File: config.mk
export PLATFORM = sky130hd
export DESIGN_NAME = quaternion_arithmetic_unit_top
export DESIGN_NICKNAME = d
export VERILOG_FILES = /design/src/rtl/qau_pkg.sv /design/src/rtl/quaternion_arithmetic_unit_top.sv /design/src/rtl/qau_fifo.sv /design/src/rtl/qau_front.sv /design/src/rtl/qau_divsqrt.sv /design/src/rtl/qau_back.sv
export SDC_FILE = /design/constraint.sdc
export NUM_CORES = 2
export LEC_CHECK = 0
export BUFFER_PORTS_ARGS = -buffer_cell sky130_fd_sc_hd__clkbuf_2
export CORE_MARGIN = 2
export CORE_UTILIZATION = 40
export CTS_CLUSTER_SIZE = 25
export DETAILED_ROUTE_END_ITERATION = 6
export PLACE_DENSITY = 0.56
export SYNTH_ARGS = -nofsm -noshare
export SYNTH_HDL_FRONTEND = slang
export SYNTH_HIERARCHICAL = 1
export SYNTH_SLANG_ARGS = --single-unit
File: constraint.sdc
create_clock -name clk -period 36.9 [get_ports clk]
set_input_delay 1.845 -clock clk [delete_from_list [all_inputs] [get_ports clk]]
set_output_delay 1.845 -clock clk [all_outputs]
set_load 0.01 [all_outputs]
File: src/rtl/qau_pkg.sv
`default_nettype none
package qau_pkg;

  localparam int FRAC_BITS_DEF   = 12;
  localparam int WORD_BITS_DEF   = 16;
  localparam int QUEUE_DEPTH_DEF = 2;

  localparam int TOL_W = 12;
  localparam logic [TOL_W-1:0] TOL_RESET = 12'd4;

  // opcodes
  localparam logic [3:0] OP_ADD   = 4'd0;
  localparam logic [3:0] OP_SUB   = 4'd1;
  localparam logic [3:0] OP_NEG   = 4'd2;
  localparam logic [3:0] OP_CONJ  = 4'd3;
  localparam logic [3:0] OP_SCALE = 4'd4;
  localparam logic [3:0] OP_DIV   = 4'd5;
  localparam logic [3:0] OP_MUL   = 4'd6;
  localparam logic [3:0] OP_DOT   = 4'd7;
  localparam logic [3:0] OP_LEN   = 4'd8;
  localparam logic [3:0] OP_NORM  = 4'd9;
  localparam logic [3:0] OP_UNIT  = 4'd10;
  localparam logic [3:0] OP_ROT   = 4'd11;

  // status codes
  localparam logic [1:0] ST_OK      = 2'd0;
  localparam logic [1:0] ST_DZ      = 2'd1;
  localparam logic [1:0] ST_SAT     = 2'd2;
  localparam logic [1:0] ST_NOTUNIT = 2'd3;

  // decoded command as it travels from the front to the back
  typedef struct packed {
    logic [3:0] op;
    logic       valid_op;
    logic       zero_div;
  } qau_ctl_t;

  localparam int CTL_W = $bits(qau_ctl_t);

  // Hamilton product: term t of output o multiplies p[t] by q[o ^ t]
  function automatic logic ham_neg(input logic [1:0] o, input logic [1:0] t);
    logic n;
    case (o)
      2'd0:    n = (t != 2'd0);
      2'd1:    n = (t == 2'd3);
      2'd2:    n = (t == 2'd1);
      default: n = (t == 2'd2);
    endcase
    return n;
  endfunction

endpackage
`default_nettype wire

File: src/rtl/quaternion_arithmetic_unit_top.sv
`default_nettype none
// Quaternion ALU, signed fixed point (WORD_BITS-bit words, FRAC_BITS fraction
// bits, Q3.12 by default). Push a command beat with quaternions a, b and a
// scalar; pop one result beat per command, in order. The front decodes each
// beat and drops it in a small command queue, so push keeps being taken while
// the back end works and while a finished result waits in the result queue,
// until the command queue is full. The back end runs one command at a time
// around a single (W+1)x(W+1) multiplier and a bit-serial divide / square-root
// unit. The multiplier and the serial unit set the back-end time per command;
// the queues only hide the spread between commands. unit_tolerance is written
// by unit_tolerance_we; the user must write it only while the block is idle,
// and the block itself does not enforce this.

module quaternion_arithmetic_unit_top #(
  parameter int WORD_BITS   = qau_pkg::WORD_BITS_DEF,
  parameter int FRAC_BITS   = qau_pkg::FRAC_BITS_DEF,
  parameter int QUEUE_DEPTH = qau_pkg::QUEUE_DEPTH_DEF
) (
  input  wire logic                        clk,
  input  wire logic                        rst,
  input  wire logic                        unit_tolerance_we,
  input  wire logic [qau_pkg::TOL_W-1:0]   unit_tolerance,
  input  wire logic                        push,
  output logic                             full,
  input  wire logic [3:0]                  cmd,
  input  wire logic signed [WORD_BITS-1:0] a_real,
  input  wire logic signed [WORD_BITS-1:0] a_i,
  input  wire logic signed [WORD_BITS-1:0] a_j,
  input  wire logic signed [WORD_BITS-1:0] a_k,
  input  wire logic signed [WORD_BITS-1:0] b_real,
  input  wire logic signed [WORD_BITS-1:0] b_i,
  input  wire logic signed [WORD_BITS-1:0] b_j,
  input  wire logic signed [WORD_BITS-1:0] b_k,
  input  wire logic signed [WORD_BITS-1:0] scalar,
  output logic                             empty,
  input  wire logic                        pop,
  output logic signed [WORD_BITS-1:0]      res_real,
  output logic signed [WORD_BITS-1:0]      res_i,
  output logic signed [WORD_BITS-1:0]      res_j,
  output logic signed [WORD_BITS-1:0]      res_k,
  output logic signed [WORD_BITS-1:0]      res_scalar,
  output logic                             is_unit,
  output logic [1:0]                       status
);

  localparam int W      = WORD_BITS;
  localparam int ITEM_W = qau_pkg::CTL_W + 9 * W;
  localparam int OUT_W  = 5 * W + 3;

  logic [qau_pkg::TOL_W-1:0] tol;
  logic [ITEM_W-1:0] item_in;
  logic [ITEM_W-1:0] item_q;
  logic              cq_empty;
  logic              cq_pop;
  logic [OUT_W-1:0]  res_d;
  logic [OUT_W-1:0]  res_q;
  logic              rq_full;
  logic              rq_push;

  always_ff @(posedge clk) begin
    if (rst) begin
      tol <= qau_pkg::TOL_RESET;
    end else if (unit_tolerance_we) begin
      tol <= unit_tolerance;
    end
  end

  qau_front #(.WORD_BITS(WORD_BITS)) u_front (
    .cmd   (cmd),
    .a_real(a_real),
    .a_i   (a_i),
    .a_j   (a_j),
    .a_k   (a_k),
    .b_real(b_real),
    .b_i   (b_i),
    .b_j   (b_j),
    .b_k   (b_k),
    .scalar(scalar),
    .item  (item_in)
  );

  // command queue between decode and execute
  qau_fifo #(.WIDTH(ITEM_W), .DEPTH(QUEUE_DEPTH)) u_cmd_q (
    .clk  (clk),
    .rst  (rst),
    .push (push),
    .wdata(item_in),
    .full (full),
    .pop  (cq_pop),
    .rdata(item_q),
    .empty(cq_empty)
  );

  qau_back #(.WORD_BITS(WORD_BITS), .FRAC_BITS(FRAC_BITS)) u_back (
    .clk     (clk),
    .rst     (rst),
    .tol     (tol),
    .in_empty(cq_empty),
    .in_item (item_q),
    .in_pop  (cq_pop),
    .out_full(rq_full),
    .out_push(rq_push),
    .out_item(res_d)
  );

  // result queue facing the consumer
  qau_fifo #(.WIDTH(OUT_W), .DEPTH(QUEUE_DEPTH)) u_res_q (
    .clk  (clk),
    .rst  (rst),
    .push (rq_push),
    .wdata(res_d),
    .full (rq_full),
    .pop  (pop),
    .rdata(res_q),
    .empty(empty)
  );

  assign res_real   = res_q[OUT_W-1 -: W];
  assign res_i      = res_q[OUT_W-1-W -: W];
  assign res_j      = res_q[OUT_W-1-2*W -: W];
  assign res_k      = res_q[OUT_W-1-3*W -: W];
  assign res_scalar = res_q[OUT_W-1-4*W -: W];
  assign is_unit    = res_q[2];
  assign status     = res_q[1:0];

endmodule
`default_nettype wire

File: src/rtl/qau_fifo.sv
`default_nettype none
module qau_fifo #(
  parameter int WIDTH = 8,
  parameter int DEPTH = 2
) (
  input  wire logic             clk,
  input  wire logic             rst,
  input  wire logic             push,
  input  wire logic [WIDTH-1:0] wdata,
  output logic                  full,
  input  wire logic             pop,
  output logic [WIDTH-1:0]      rdata,
  output logic                  empty
);

  localparam int AW = (DEPTH > 1) ? $clog2(DEPTH) : 1;
  localparam int CW = $clog2(DEPTH + 1);

  logic [WIDTH-1:0] mem [DEPTH];
  logic [AW-1:0]    wptr;
  logic [AW-1:0]    rptr;
  logic [CW-1:0]    count;
  logic             do_push;
  logic             do_pop;

  assign full    = (count == CW'(DEPTH));
  assign empty   = (count == '0);
  assign do_push = push && !full;
  assign do_pop  = pop && !empty;
  assign rdata   = mem[rptr];

  always_ff @(posedge clk) begin
    if (rst) begin
      wptr  <= '0;
      rptr  <= '0;
      count <= '0;
    end else begin
      if (do_push) begin
        mem[wptr] <= wdata;
        wptr      <= (wptr == AW'(DEPTH - 1)) ? '0 : wptr + AW'(1);
      end
      if (do_pop) begin
        rptr <= (rptr == AW'(DEPTH - 1)) ? '0 : rptr + AW'(1);
      end
      if (do_push && !do_pop) begin
        count <= count + CW'(1);
      end else if (do_pop && !do_push) begin
        count <= count - CW'(1);
      end
    end
  end

endmodule
`default_nettype wire

File: src/rtl/qau_front.sv
`default_nettype none
module qau_front #(
  parameter int WORD_BITS = qau_pkg::WORD_BITS_DEF
) (
  input  wire logic [3:0]           cmd,
  input  wire logic [WORD_BITS-1:0] a_real,
  input  wire logic [WORD_BITS-1:0] a_i,
  input  wire logic [WORD_BITS-1:0] a_j,
  input  wire logic [WORD_BITS-1:0] a_k,
  input  wire logic [WORD_BITS-1:0] b_real,
  input  wire logic [WORD_BITS-1:0] b_i,
  input  wire logic [WORD_BITS-1:0] b_j,
  input  wire logic [WORD_BITS-1:0] b_k,
  input  wire logic [WORD_BITS-1:0] scalar,
  output logic [qau_pkg::CTL_W+9*WORD_BITS-1:0] item
);

  qau_pkg::qau_ctl_t ctl;

  always_comb begin
    ctl.op       = cmd;
    ctl.valid_op = cmd inside {[qau_pkg::OP_ADD:qau_pkg::OP_ROT]};
    ctl.zero_div = (scalar == '0);
  end

  assign item = {ctl, a_real, a_i, a_j, a_k, b_real, b_i, b_j, b_k, scalar};

endmodule
`default_nettype wire

File: src/rtl/qau_divsqrt.sv
`default_nettype none
module qau_divsqrt #(
  parameter int WORD_BITS = qau_pkg::WORD_BITS_DEF,
  parameter int FRAC_BITS = qau_pkg::FRAC_BITS_DEF
) (
  input  wire logic                           clk,
  input  wire logic                           rst,
  input  wire logic                           start,
  input  wire logic                           sqrt_mode,
  input  wire logic [WORD_BITS+FRAC_BITS-1:0] num,
  input  wire logic [WORD_BITS:0]             den,
  input  wire logic [2*WORD_BITS+1:0]         rad,
  output logic                                done,
  output logic [WORD_BITS+FRAC_BITS-1:0]      q
);

  localparam int W  = WORD_BITS;
  localparam int DN = WORD_BITS + FRAC_BITS;
  localparam int NS = W + 1;
  localparam int CW = $clog2(DN + 1);

  logic            running;
  logic            fin;
  logic            mode;
  logic [CW-1:0]   cnt;
  logic [DN-1:0]   dnum;
  logic [W:0]      drem;
  logic [DN-1:0]   dquo;
  logic [W:0]      dden;
  logic [2*W+1:0]  srad;
  logic [W+1:0]    srem;
  logic [W:0]      sroot;

  logic [W+1:0]    drem_sh;
  logic            dge;
  logic [W+1:0]    drem_diff;
  logic [W+3:0]    srem_sh;
  logic [W+3:0]    trial;
  logic            sge;
  logic [W+3:0]    srem_diff;

  always_comb begin
    drem_sh   = {drem, dnum[DN-1]};
    dge       = (drem_sh >= {1'b0, dden});
    drem_diff = drem_sh - {1'b0, dden};
    srem_sh   = {srem, srad[2*W+1 -: 2]};
    trial     = {1'b0, sroot, 2'b01};
    sge       = (srem_sh >= trial);
    srem_diff = srem_sh - trial;
  end

  always_ff @(posedge clk) begin
    if (rst) begin
      running <= 1'b0;
      fin     <= 1'b0;
      done    <= 1'b0;
    end else begin
      done <= 1'b0;
      if (start) begin
        running <= 1'b1;
        fin     <= 1'b0;
        mode    <= sqrt_mode;
        cnt     <= sqrt_mode ? CW'(NS) : CW'(DN);
        dnum    <= num;
        dden    <= den;
        drem    <= '0;
        dquo    <= '0;
        srad    <= rad;
        srem    <= '0;
        sroot   <= '0;
      end else if (running) begin
        if (mode) begin
          srem  <= sge ? srem_diff[W+1:0] : srem_sh[W+1:0];
          sroot <= {sroot[W-1:0], sge};
          srad  <= {srad[2*W-1:0], 2'b00};
        end else begin
          drem <= dge ? drem_diff[W:0] : drem_sh[W:0];
          dquo <= {dquo[DN-2:0], dge};
          dnum <= {dnum[DN-2:0], 1'b0};
        end
        cnt <= cnt - CW'(1);
        if (cnt == CW'(1)) begin
          running <= 1'b0;
          fin     <= 1'b1;
        end
      end else if (fin) begin
        fin  <= 1'b0;
        done <= 1'b1;
        // round the root up when the remainder exceeds it
        q    <= mode ? DN'(sroot) + DN'(srem > {1'b0, sroot}) : dquo;
      end
    end
  end

endmodule
`default_nettype wire

File: src/rtl/qau_back.sv
`default_nettype none
module qau_back #(
  parameter int WORD_BITS = qau_pkg::WORD_BITS_DEF,
  parameter int FRAC_BITS = qau_pkg::FRAC_BITS_DEF
) (
  input  wire logic                                  clk,
  input  wire logic                                  rst,
  input  wire logic [qau_pkg::TOL_W-1:0]             tol,
  input  wire logic                                  in_empty,
  input  wire logic [qau_pkg::CTL_W+9*WORD_BITS-1:0] in_item,
  output logic                                       in_pop,
  input  wire logic                                  out_full,
  output logic                                       out_push,
  output logic [5*WORD_BITS+2:0]                     out_item
);

  localparam int W      = WORD_BITS;
  localparam int F      = FRAC_BITS;
  localparam int ACC_W  = 2 * W + 3;
  localparam int PW     = 2 * W + 2;
  localparam int DN     = W + F;
  localparam int ITEM_W = qau_pkg::CTL_W + 9 * W;

  localparam logic signed [ACC_W-1:0] I64MAX =
    ACC_W'((ACC_W'(1) << 63) - ACC_W'(1));
  localparam logic signed [ACC_W-1:0] I64MIN = ~I64MAX;
  localparam logic signed [ACC_W-1:0] HALF   = ACC_W'(1) << (F - 1);
  localparam logic signed [ACC_W-1:0] ONE_A  = ACC_W'(1) << F;
  localparam logic signed [W-1:0]     WMAX   = {1'b0, {(W-1){1'b1}}};
  localparam logic signed [W-1:0]     WMIN   = {1'b1, {(W-1){1'b0}}};

  localparam logic [3:0] S_IDLE   = 4'd0;
  localparam logic [3:0] S_SIMPLE = 4'd1;
  localparam logic [3:0] S_MUL    = 4'd2;
  localparam logic [3:0] S_ACC    = 4'd3;
  localparam logic [3:0] S_RND    = 4'd4;
  localparam logic [3:0] S_FIN    = 4'd5;
  localparam logic [3:0] S_DSTART = 4'd6;
  localparam logic [3:0] S_WAIT   = 4'd7;
  localparam logic [3:0] S_OUT    = 4'd8;

  localparam logic [2:0] P_SQA   = 3'd0;
  localparam logic [2:0] P_SQB   = 3'd1;
  localparam logic [2:0] P_SCALE = 3'd2;
  localparam logic [2:0] P_DOT   = 3'd3;
  localparam logic [2:0] P_HAM   = 3'd4;
  localparam logic [2:0] P_ROT1  = 3'd5;
  localparam logic [2:0] P_ROT2  = 3'd6;

  // clamp to the 64-bit range, only reachable at the widest word size
  function automatic logic signed [ACC_W-1:0] clamp64(input logic signed [ACC_W-1:0] v);
    logic signed [ACC_W-1:0] c;
    c = v;
    if (ACC_W > 64) begin
      if (v > I64MAX) c = I64MAX;
      else if (v < I64MIN) c = I64MIN;
    end
    return c;
  endfunction

  qau_pkg::qau_ctl_t ctl_in;
  logic signed [W-1:0] in_a [4];
  logic signed [W-1:0] in_b [4];
  logic signed [W-1:0] in_sc;

  logic [3:0]  state;
  logic [3:0]  op;
  logic [2:0]  pass;
  logic [1:0]  oi;
  logic [1:0]  ti;
  logic signed [W-1:0] a [4];
  logic signed [W-1:0] b [4];
  logic signed [W-1:0] t [4];
  logic signed [W-1:0] r [4];
  logic signed [W-1:0] rs;
  logic        unit;
  logic        ovf;
  logic        dz;
  logic        sq_mode;
  logic [W:0]  den;
  logic        dneg;
  logic signed [ACC_W-1:0] acc;
  logic signed [ACC_W-1:0] racc;
  logic signed [PW-1:0]    prod;
  logic        pneg;

  logic [1:0]  qi;
  logic signed [W:0] mx;
  logic signed [W:0] my;
  logic        mneg;
  logic [1:0]  ti_last;
  logic        one_out;
  logic signed [ACC_W-1:0] addend;
  logic signed [W-1:0] w_val;
  logic        w_ovf;
  logic signed [ACC_W-1:0] tolx;
  logic        unit_ok;
  logic signed [W-1:0] s_val [4];
  logic        s_ovf;
  logic signed [W:0] aabs;
  logic [DN-1:0] num;
  logic        ds_start;
  logic        ds_done;
  logic [DN-1:0] ds_q;
  logic        q_neg;
  logic signed [W-1:0] q_val;
  logic        q_ovf;
  logic [1:0]  st;

  always_comb begin
    ctl_in = in_item[ITEM_W-1 -: qau_pkg::CTL_W];
    for (int i = 0; i < 4; i++) begin
      in_a[i] = in_item[(8-i)*W +: W];
      in_b[i] = in_item[(4-i)*W +: W];
    end
    in_sc = in_item[W-1:0];
  end

  // multiplier operand select
  assign qi = oi ^ ti;

  always_comb begin
    mx   = '0;
    my   = '0;
    mneg = 1'b0;
    case (pass)
      P_SQA: begin
        mx = {a[ti][W-1], a[ti]};
        my = {a[ti][W-1], a[ti]};
      end
      P_SQB: begin
        mx = {b[ti][W-1], b[ti]};
        my = {b[ti][W-1], b[ti]};
      end
      P_SCALE: begin
        mx = {a[oi][W-1], a[oi]};
        my = {in_sc_r[W-1], in_sc_r};
      end
      P_DOT: begin
        mx = {a[ti][W-1], a[ti]};
        my = {b[ti][W-1], b[ti]};
      end
      P_HAM: begin
        mx   = {a[ti][W-1], a[ti]};
        my   = {b[qi][W-1], b[qi]};
        mneg = qau_pkg::ham_neg(oi, ti);
      end
      P_ROT1: begin
        mx   = {b[ti][W-1], b[ti]};
        my   = (qi == 2'd0) ? '0 : {a[qi][W-1], a[qi]};
        mneg = qau_pkg::ham_neg(oi, ti);
      end
      P_ROT2: begin
        mx   = {t[ti][W-1], t[ti]};
        my   = (qi == 2'd0) ? {b[0][W-1], b[0]} : -{b[qi][W-1], b[qi]};
        mneg = qau_pkg::ham_neg(oi, ti);
      end
      default: begin
        mx = '0;
      end
    endcase
  end

  logic signed [W-1:0] in_sc_r;

  assign ti_last = (pass == P_SCALE) ? 2'd0 : 2'd3;
  assign one_out = (pass == P_SQA) || (pass == P_SQB) || (pass == P_DOT);
  assign addend  = {{(ACC_W-PW){prod[PW-1]}}, prod};

  // word saturation of the rounded sum, and its unit check against tol
  always_comb begin
    w_ovf = !((&racc[ACC_W-1:W-1]) || !(|racc[ACC_W-1:W-1]));
    w_val = w_ovf ? (racc[ACC_W-1] ? WMIN : WMAX) : racc[W-1:0];
    tolx  = ACC_W'(tol);
    unit_ok = (racc > ONE_A - tolx) && (racc < ONE_A + tolx);
  end

  // add, sub, negate, conjugate
  always_comb begin
    logic signed [W:0] sx;
    s_ovf = 1'b0;
    for (int i = 0; i < 4; i++) begin
      case (op)
        qau_pkg::OP_ADD: sx = {a[i][W-1], a[i]} + {b[i][W-1], b[i]};
        qau_pkg::OP_SUB: sx = {a[i][W-1], a[i]} - {b[i][W-1], b[i]};
        qau_pkg::OP_NEG: sx = -{a[i][W-1], a[i]};
        default:         sx = (i == 0) ? {a[i][W-1], a[i]} : -{a[i][W-1], a[i]};
      endcase
      if (sx[W] != sx[W-1]) begin
        s_ovf    = 1'b1;
        s_val[i] = sx[W] ? WMIN : WMAX;
      end else begin
        s_val[i] = sx[W-1:0];
      end
    end
  end

  // divider operands: (|n| << F) + d/2 over d
  always_comb begin
    aabs = a[oi][W-1] ? -{a[oi][W-1], a[oi]} : {a[oi][W-1], a[oi]};
    num  = DN'({aabs, {F{1'b0}}}) + DN'(den >> 1);
  end

  assign ds_start = (state == S_DSTART);

  qau_divsqrt #(
    .WORD_BITS(WORD_BITS),
    .FRAC_BITS(FRAC_BITS)
  ) u_divsqrt (
    .clk      (clk),
    .rst      (rst),
    .start    (ds_start),
    .sqrt_mode(sq_mode),
    .num      (num),
    .den      (den),
    .rad      (acc[ACC_W-2:0]),
    .done     (ds_done),
    .q        (ds_q)
  );

  // quotient or root to a signed word
  always_comb begin
    q_neg = !sq_mode && (a[oi][W-1] ^ dneg);
    if (q_neg) begin
      q_ovf = (|ds_q[DN-1:W]) || (ds_q[W-1] && (|ds_q[W-2:0]));
      q_val = q_ovf ? WMIN : W'(-ds_q);
    end else begin
      q_ovf = |ds_q[DN-1:W-1];
      q_val = q_ovf ? WMAX : ds_q[W-1:0];
    end
  end

  always_comb begin
    if (dz)                                   st = qau_pkg::ST_DZ;
    else if (op == qau_pkg::OP_ROT && !unit)  st = qau_pkg::ST_NOTUNIT;
    else if (ovf)                             st = qau_pkg::ST_SAT;
    else                                      st = qau_pkg::ST_OK;
  end

  assign in_pop   = (state == S_IDLE) && !in_empty;
  assign out_push = (state == S_OUT) && !out_full;
  assign out_item = {r[0], r[1], r[2], r[3], rs, unit, st};

  always_ff @(posedge clk) begin
    if (rst) begin
      state <= S_IDLE;
    end else begin
      case (state)
        S_IDLE: begin
          if (!in_empty) begin
            op      <= ctl_in.op;
            a       <= in_a;
            b       <= in_b;
            in_sc_r <= in_sc;
            for (int i = 0; i < 4; i++) r[i] <= '0;
            rs      <= '0;
            unit    <= 1'b0;
            ovf     <= 1'b0;
            dz      <= 1'b0;
            oi      <= '0;
            ti      <= '0;
            acc     <= '0;
            sq_mode <= 1'b0;
            den     <= in_sc[W-1] ? -{in_sc[W-1], in_sc} : {in_sc[W-1], in_sc};
            dneg    <= in_sc[W-1];
            pass    <= P_SQA;
            if (!ctl_in.valid_op) begin
              state <= S_OUT;
            end else begin
              case (ctl_in.op)
                qau_pkg::OP_ADD, qau_pkg::OP_SUB,
                qau_pkg::OP_NEG, qau_pkg::OP_CONJ: state <= S_SIMPLE;
                qau_pkg::OP_SCALE: begin
                  pass  <= P_SCALE;
                  state <= S_MUL;
                end
                qau_pkg::OP_DIV: begin
                  dz    <= ctl_in.zero_div;
                  state <= ctl_in.zero_div ? S_OUT : S_DSTART;
                end
                qau_pkg::OP_MUL: begin
                  pass  <= P_HAM;
                  state <= S_MUL;
                end
                qau_pkg::OP_DOT: begin
                  pass  <= P_DOT;
                  state <= S_MUL;
                end
                qau_pkg::OP_ROT: begin
                  pass  <= P_SQB;
                  state <= S_MUL;
                end
                default: state <= S_MUL;
              endcase
            end
          end
        end
        S_SIMPLE: begin
          r     <= s_val;
          ovf   <= s_ovf;
          state <= S_OUT;
        end
        S_MUL: begin
          prod  <= PW'(mx * my);
          pneg  <= mneg;
          state <= S_ACC;
        end
        S_ACC: begin
          acc <= clamp64(pneg ? acc - addend : acc + addend);
          if (ti == ti_last) begin
            state <= S_RND;
          end else begin
            ti    <= ti + 2'd1;
            state <= S_MUL;
          end
        end
        S_RND: begin
          racc  <= clamp64(acc + HALF) >>> F;
          state <= S_FIN;
        end
        S_FIN: begin
          ti <= '0;
          case (pass)
            P_SQA, P_SQB: begin
              if (op == qau_pkg::OP_LEN || op == qau_pkg::OP_NORM) begin
                sq_mode <= 1'b1;
                state   <= S_DSTART;
              end else begin
                unit <= unit_ok;
                rs   <= w_val;
                ovf  <= ovf | w_ovf;
                if (op == qau_pkg::OP_ROT) begin
                  pass  <= P_ROT1;
                  oi    <= '0;
                  acc   <= '0;
                  state <= S_MUL;
                end else begin
                  state <= S_OUT;
                end
              end
            end
            P_DOT: begin
              rs    <= w_val;
              ovf   <= ovf | w_ovf;
              state <= S_OUT;
            end
            P_ROT1: begin
              t[oi] <= w_val;
              ovf   <= ovf | w_ovf;
              acc   <= '0;
              oi    <= oi + 2'd1;
              if (oi == 2'd3) pass <= P_ROT2;
              state <= S_MUL;
            end
            default: begin
              // rotation drops the real part but still flags its overflow
              r[oi] <= (pass == P_ROT2 && oi == 2'd0) ? '0 : w_val;
              ovf   <= ovf | w_ovf;
              acc   <= '0;
              oi    <= oi + 2'd1;
              state <= (oi == 2'd3 || one_out) ? S_OUT : S_MUL;
            end
          endcase
        end
        S_DSTART: begin
          state <= S_WAIT;
        end
        S_WAIT: begin
          if (ds_done) begin
            if (sq_mode) begin
              if (op == qau_pkg::OP_LEN) begin
                rs    <= q_val;
                ovf   <= ovf | q_ovf;
                state <= S_OUT;
              end else if (ds_q == '0) begin
                dz    <= 1'b1;
                state <= S_OUT;
              end else begin
                den     <= ds_q[W:0];
                dneg    <= 1'b0;
                sq_mode <= 1'b0;
                oi      <= '0;
                state   <= S_DSTART;
              end
            end else begin
              r[oi] <= q_val;
              ovf   <= ovf | q_ovf;
              oi    <= oi + 2'd1;
              state <= (oi == 2'd3) ? S_OUT : S_DSTART;
            end
          end
        end
        S_OUT: begin
          if (!out_full) state <= S_IDLE;
        end
        default: state <= S_IDLE;
      endcase
    end
  end

endmodule
`default_nettype wire

# Yosys cells after proc, flatten, opt, wreduce, memory -nomap -nowiden
# Memory sizes are Yosys's and may differ from the RTL's. A register that Yosys moved wholly into a read port is not among the register bits.
# Cells that the tools add are included.
# totals
wordCells	455
in_bits	165
memories	3
reg_bits	570
out_inout_bits	85
ramBits	530
# mem_list
memory	words	word_bits	rd	rd_clocked_by_memory_dff	wr	line_no	source
u_cmd_q.mem	2	150	1	1	1	qau_fifo.sv:19	logic [WIDTH-1:0] mem [DEPTH];
u_res_q.mem	2	83	1	1	1	qau_fifo.sv:19	
u_back.t	4	16	1	1	1	qau_back.sv:73	logic signed [W-1:0] t [4];
# op_classes
n_reduce_logical	89
n_bitwise	11
muxes	190
n_addsub	36
n_eq_ne	65
magnitude_cmp	11
mul	1
# ops
operator	n
2-to-1 mux 16 bit	31
2-to-1 mux 64 bit	4
case mux 64 bit (4 select lines)	1
2-to-1 mux 17 bit	13
2-to-1 mux 28 bit	6
binary-select mux 16 bit (select 2 bit)	5
2-to-1 mux 35 bit	4
case mux 17 bit (2 select lines)	4
bitwise mux 64 bit	2
case mux 35 bit (3 select lines)	1
2-to-1 mux 34 bit	3
negator 17 bit	6
case mux 17 bit (6 select lines)	1
case mux 35 bit (2 select lines)	1
adder 16 x 16 -> 17 bit	4
case mux 17 bit (4 select lines)	1
subtractor 16 x 16 -> 17 bit	4
2-to-1 mux 18 bit	3
2-to-1 mux 1 bit	53
2-to-1 mux 4 bit	13
case mux 17 bit (3 select lines)	1
case mux 16 bit (3 select lines)	1
case mux 4 bit (9 select lines)	1
adder 35 x 13 -> 35 bit (second input constant)	1
other kinds (85)	239

# Logic depth before layout (Yosys ltp)
# logic_depth
word_depth	12
ltp_mapped	35

# Hierarchy
# Netlist, hierarchy kept.
# by_module_without_submodules
mod	n_inst	area_each_um2	cells_per_inst
qau_back	1	40943.0	4235
qau_fifo at u_cmd_q	1	11461.0	493
qau_divsqrt	1	10077.2	816
qau_fifo at u_res_q	1	6208.5	284
qau_front	1	1148.6	154
quaternion_arithmetic_unit_top	1	422.9	38

# Worst setup path before layout
# Ideal clock, no wire load.
# synth_timing
path_type	in2reg
startpoint	input port push
endpoint	memory u_cmd_q/mem[1][0] (netlist name), enable pin
path_buffers	0
setup_ps	877
arrival_time_ps	12760
stages	2
setup_slack_ps	23263
path_cell_list	nand2b_1 -> nor3b_1
# synth_between
elab_chain_len	4
# synth_lines
element	line_no	source
from (decl)	quaternion_arithmetic_unit_top.sv:23	input wire logic push,
logical AND 1 bit	qau_fifo.sv:28	assign do_push = push && !full;
2-to-1 mux 1 bit	qau_fifo.sv:38	if (do_push) begin
2-to-1 mux 1 bit	qau_fifo.sv:33	if (rst) begin
2-to-1 mux 1 bit (not written as such)	qau_fifo.sv:39	mem[wptr] <= wdata;
to (decl)	qau_fifo.sv:19	
# No other way between the ends.

# Final worst setup path
# layout_timing
startpoint	register u_back.ti[1]
endpoint	register u_back.prod[33], data pin
# layout_between
elab_chain_len	9
word_cells_on_any_way	22
cone_classes	1 x add/sub; 1 x mul; 16 x mux; 3 x bitwise; 1 x reduce/logical
# layout_lines
element	line_no	source
from (decl)	qau_back.sv:70	logic [1:0] ti;
from (signal assigned)	qau_back.sv:313	ti <= ti + 2'd1;
bitwise XOR 2 bit	qau_back.sv:120	assign qi = oi ^ ti;
inverter 2 -> 3 bit (not written as such)	qau_back.sv:145, qau_back.sv:150, qau_back.sv:155	
binary-select mux 16 bit (select 2 bit)	qau_back.sv:145, qau_back.sv:155	
2-to-1 mux 16 bit (not written as such) (2 in a row)	qau_back.sv:145, qau_back.sv:155	
negator 17 bit	qau_back.sv:155	my = (qi == 2'd0) ? {b[0][W-1], b[0]} : -{b[qi][W-1], b[qi]};
2-to-1 mux 17 bit	qau_back.sv:155	
case mux 17 bit (6 select lines)	qau_back.sv:126	case (pass)
multiplier 17 x 17 -> 34 bit *	qau_back.sv:304	prod <= PW'(mx * my);
to (signal assigned)	qau_back.sv:304	
to (decl)	qau_back.sv:84	logic signed [PW-1:0] prod;
# Every way passes the cells marked *; elsewhere a longest branch is shown, timed or not. The select of a mux whose other input is x is not followed.
# A chain may end at the register's enable or synchronous reset.

==> Implementation_results.wiki <==
{| class="wikitable"
! Metric !! Value
|-
| Avg Cell Area, Syn || 11.7 um2
|-
| Number of enable flip-flop cells after synthesis || 1073
|-
| Largest net degree at the start of global routing || 109
|-
| Most common flop cell mapped by yosys || sky130_fd_sc_hd__edfxtp_1
|-
| H-Tree Depth || 3
|-
| Startpoint kind of the worst setup timing path || register
|-
| Area of the mapped netlist || 70300 um2
|-
| Relative max-transition margin || 16.3%
|-
| Hold violation count in the final report || 0
|-
| Clock transition at the register clock pins on the worst setup and hold paths after CTS || 0.06 ns
|-
| Height of the die || 423 um
|-
| Starting density of the core || 40.3%
|-
| Result of the run || complete, no violations
|-
| Global route overflow || 0
|-
| Hold_buf cts || 0
|-
| Vias per cell || 5.57
|-
| Count of standard-cell rows || 153
|-
| Post-synthesis async set-or-reset flop share || 0%
|-
| PostCTS Resize Cnt || 0
|-
| Crit Path Class || register to register
|-
| Hold path cells || 0
|-
| R2R setup slack || 26.57 ns
|-
| Worst skew pair latency || 0.77 ns
|-
| Final clock skew || 0.0462 ns
|-
| Final TNS setup || 0 ns
|-
| Area delta synth->final || 9.36%
|-
| Number of remaining DRC errors || 0
|-
| Die width || 423 um
|-
| Critical Path Sink Type || register
|-
| Routability cong. || 0.944
|-
| Yosys warnings || 6
|-
| Top fanout value on the critical path || 38
|-
| Cell type with the highest occurrence count on the critical path || sky130_fd_sc_hd__fa_1
|-
| Multi-input gate area || 33500 um2
|-
| Pin slew with the least headroom to its limit || 1.25 ns
|-
| Die footprint || 179000 um2
|-
| Proportion of synthesized chip area in sequential cells || 46.7%
|-
| CP Data Required Time || 37.41 ns
|-
| Slew Limit Fails || 0
|-
| Part of the cycle the worst path needs || 28.0%
|-
| Max Clock Freq || 96.8 MHz
|-
| Sequential cell area || 32800 um2
|-
| Syn Nets || 6758
|-
| Number of buffers created by CTS || 119
|-
| Synth Instances || 6020
|-
| Total Routing Usage GR || 22.6%
|-
| Filler instances || 16213
|-
| Count of state elements after synthesis || 1104
|-
| First-pass GRT wire length || 303 mm
|-
| Num Clock Sinks || 1104
|-
| Min-Delay Path Class || register to register
|-
| Unrepaired setup endpoints after global routing || false
|-
| Fraction of layout instances using a drive strength above 1 || 15.9%
|-
| Net count reported at finish || 6817
|-
| ANT nets after route || 0
|-
| Floorplan Core Area || 174000 um2
|-
| Crit-path max cell delay || 0.86 ns
|-
| Number of buffers added for setup after CTS || 0
|-
| Max-Cap Viols || 0
|-
| Count of routing violations after the opening detailed-route iteration || 4694
|-
| Count of final setup violators || 0
|-
| Clock tree root buffer cell || sky130_fd_sc_hd__clkbuf_16
|-
| Detailed placement HPWL || 157 mm
|-
| Total iterations of the first detailed-routing run || 6
|-
| Data arrival, critical path || 10.83 ns
|-
| Number of distinct standard cells referenced by the synthesized netlist || 101
|-
| Per-cell routed wire length || 24.2 um
|-
| Standard cell with the maximum stage delay on the critical path || sky130_fd_sc_hd__a211oi_1
|-
| Time the final worst path needs with I/O delays and setup || 10.33 ns
|-
| Number of antenna violations at the first check in global routing || 3
|-
| Clock Path Buffers || 3
|-
| Via count of the first global-routing pass || 46100
|-
| Cells on worst reg2reg path || 29
|-
| Count of boundary I/O pins || 250
|-
| Wire length after detailed routing || 206 mm
|-
| Clock tree from TritonCTS || built
|-
| Via count || 47370
|-
| Count of buffers inserted at the top-level ports || 249
|}
## worst paths after layout
kind,start,to
worst min-delay path,u_back/den[0],u_back/u_divsqrt/dden[0]
worst max register to register,u_back/ti[1],u_back/prod[33]
worst max-delay path,u_back/ti[1],u_back/prod[33]
worst min register to register,u_back/den[0],u_back/u_divsqrt/dden[0]
## cells in the mapped netlist (12+ instances only)
library cell / count / area share (%)
sky130_fd_sc_hd__o22ai_1: 64 / 0.57
sky130_fd_sc_hd__or3_1: 36 / 0.32
sky130_fd_sc_hd__a21o_1: 96 / 1.0
sky130_fd_sc_hd__nor3b_1: 12 / 0.13
sky130_fd_sc_hd__nand2b_1: 55 / 0.49
sky130_fd_sc_hd__fa_1: 293 / 8.3
sky130_fd_sc_hd__nand3_1: 73 / 0.52
sky130_fd_sc_hd__ha_1: 280 / 5.0
sky130_fd_sc_hd__o211ai_1: 39 / 0.42
sky130_fd_sc_hd__o31ai_1: 27 / 0.29
sky130_fd_sc_hd__a22o_1: 20 / 0.25
sky130_fd_sc_hd__xnor2_1: 244 / 3.0
sky130_fd_sc_hd__buf_6: 17 / 0.27
sky130_fd_sc_hd__or2_2: 16 / 0.14
sky130_fd_sc_hd__and3_1: 35 / 0.31
sky130_fd_sc_hd__nand2_1: 389 / 2.1
sky130_fd_sc_hd__a221oi_1: 30 / 0.37
sky130_fd_sc_hd__nor2b_1: 85 / 0.76
sky130_fd_sc_hd__nor3_1: 97 / 0.69
sky130_fd_sc_hd__a221o_1: 23 / 0.33
sky130_fd_sc_hd__mux4_2: 79 / 2.5
sky130_fd_sc_hd__mux2_4: 100 / 2.1
sky130_fd_sc_hd__edfxtp_1: 1073 / 46
sky130_fd_sc_hd__a21oi_1: 345 / 2.5
sky130_fd_sc_hd__o21a_1: 37 / 0.40
sky130_fd_sc_hd__o21ai_0: 196 / 1.4
sky130_fd_sc_hd__inv_1: 465 / 2.5
sky130_fd_sc_hd__buf_2: 33 / 0.24
sky130_fd_sc_hd__mux2i_1: 58 / 0.83
sky130_fd_sc_hd__clkbuf_1: 159 / 0.85
sky130_fd_sc_hd__buf_4: 159 / 1.7
sky130_fd_sc_hd__buf_1: 28 / 0.15
sky130_fd_sc_hd__or4_1: 18 / 0.19
sky130_fd_sc_hd__a211oi_1: 64 / 0.68
sky130_fd_sc_hd__nor2_1: 569 / 3.0
sky130_fd_sc_hd__nand4_1: 31 / 0.28
sky130_fd_sc_hd__o21bai_1: 12 / 0.13
sky130_fd_sc_hd__and2_1: 30 / 0.27
sky130_fd_sc_hd__nor4_1: 50 / 0.45
sky130_fd_sc_hd__mux2_2: 198 / 3.2
sky130_fd_sc_hd__dfxtp_1: 31 / 0.88
sky130_fd_sc_hd__a31oi_1: 32 / 0.28
sky130_fd_sc_hd__xor2_1: 129 / 1.6
## worst max-delay path: cells and delay by family (launching register included)
| kind | cells | cell delay, ns |
|---|---|---|
| AND/OR/NAND/NOR | 3 | 0.81 |
| XOR/XNOR | 3 | 0.44 |
| adder cells (fa/ha/maj) | 8 | 3.86 |
| multiplexers | 1 | 0.61 |
| AO/OA/AOI/OAI | 7 | 2.46 |
| flip-flops | 1 | 0.33 |
| buffers and inverters | 7 | 1.49 |
## state kept, by name (all words and copies together) (netlist names), 34 cells and up, named ones only
| signal | cells |
|---|---|
| u_back/u_divsqrt/srad | 34 |
| u_back/out_item | 64 |
| u_back/t | 64 |
| u_back/prod | 34 |
| u_back/acc | 35 |
| u_back/a | 64 |
| u_res_q/mem | 166 |
| u_back/b | 64 |
| u_cmd_q/mem | 300 |
## through the flow
stage | cells | instance area (um2) | utilization (%) | hold slack, ns | setup slack [ns]
4_1_cts | 8507 | 76800 | 44.1 | 0.416 | 26.57
3_3_place_gp | 8283 | 73000 | 41.9 | 0.413 | 26.61
3_5_place_dp | 8283 | 73000 | 41.9 | 0.407 | 26.60
5_1_grt | 8507 | 76800 | 44.1 | 0.436 | 25.97
6_report | 8508 | 76800 | 44.1 | 0.419 | 26.57
2_1_floorplan | 6020 | 70300 | - | 0.400 | 23.26
## layout make-up
cell class / count / area share, %
Multi-Input combinational cell: 4049 / 43.6
Antenna cell: 1 / 0.00326
Clock inverter: 77 / 0.948
Timing Repair Buffer: 339 / 2.52
Tap cell: 2325 / 3.79
Clock buffer: 147 / 4.07
Inverter: 466 / 2.28
Sequential cell: 1104 / 42.8
## cells by family after synthesis
group           share of synthesized area (%)
xor+xnor                                 4.72
flops                                    46.7
simple gates                             10.4
compound gates                           10.2
mux                                      8.78
fa+ha+maj                                13.3
buf+inv                                  5.79
## layout by cell type, fill, tap and decap left out, drive strengths merged, types with 90 or more instances in the layout
cell / instances
a21o: 96
nor3: 98
inv: 471
xnor2: 245
o21ai: 205
nor2: 575
buf: 90
edfxtp: 1073
fa: 293
xor2: 131
ha: 280
mux2: 298
nand2: 389
a21oi: 347
clkbuf: 396
## metal layers
layer	wire length (um)	part of all wire [%]	track usage (%)	up-vias
li1	-	-	-	21750
met1	87800	43	30.8	23506
met2	96000	47	36.2	1750
met3	13200	6.4	3.11	362
met4	9050	4.4	9.32	2
met5	13	0.0063	0	-
Power is not shown: default switching activity piles up to over one toggle a cycle in this logic, so the estimate is an artifact.
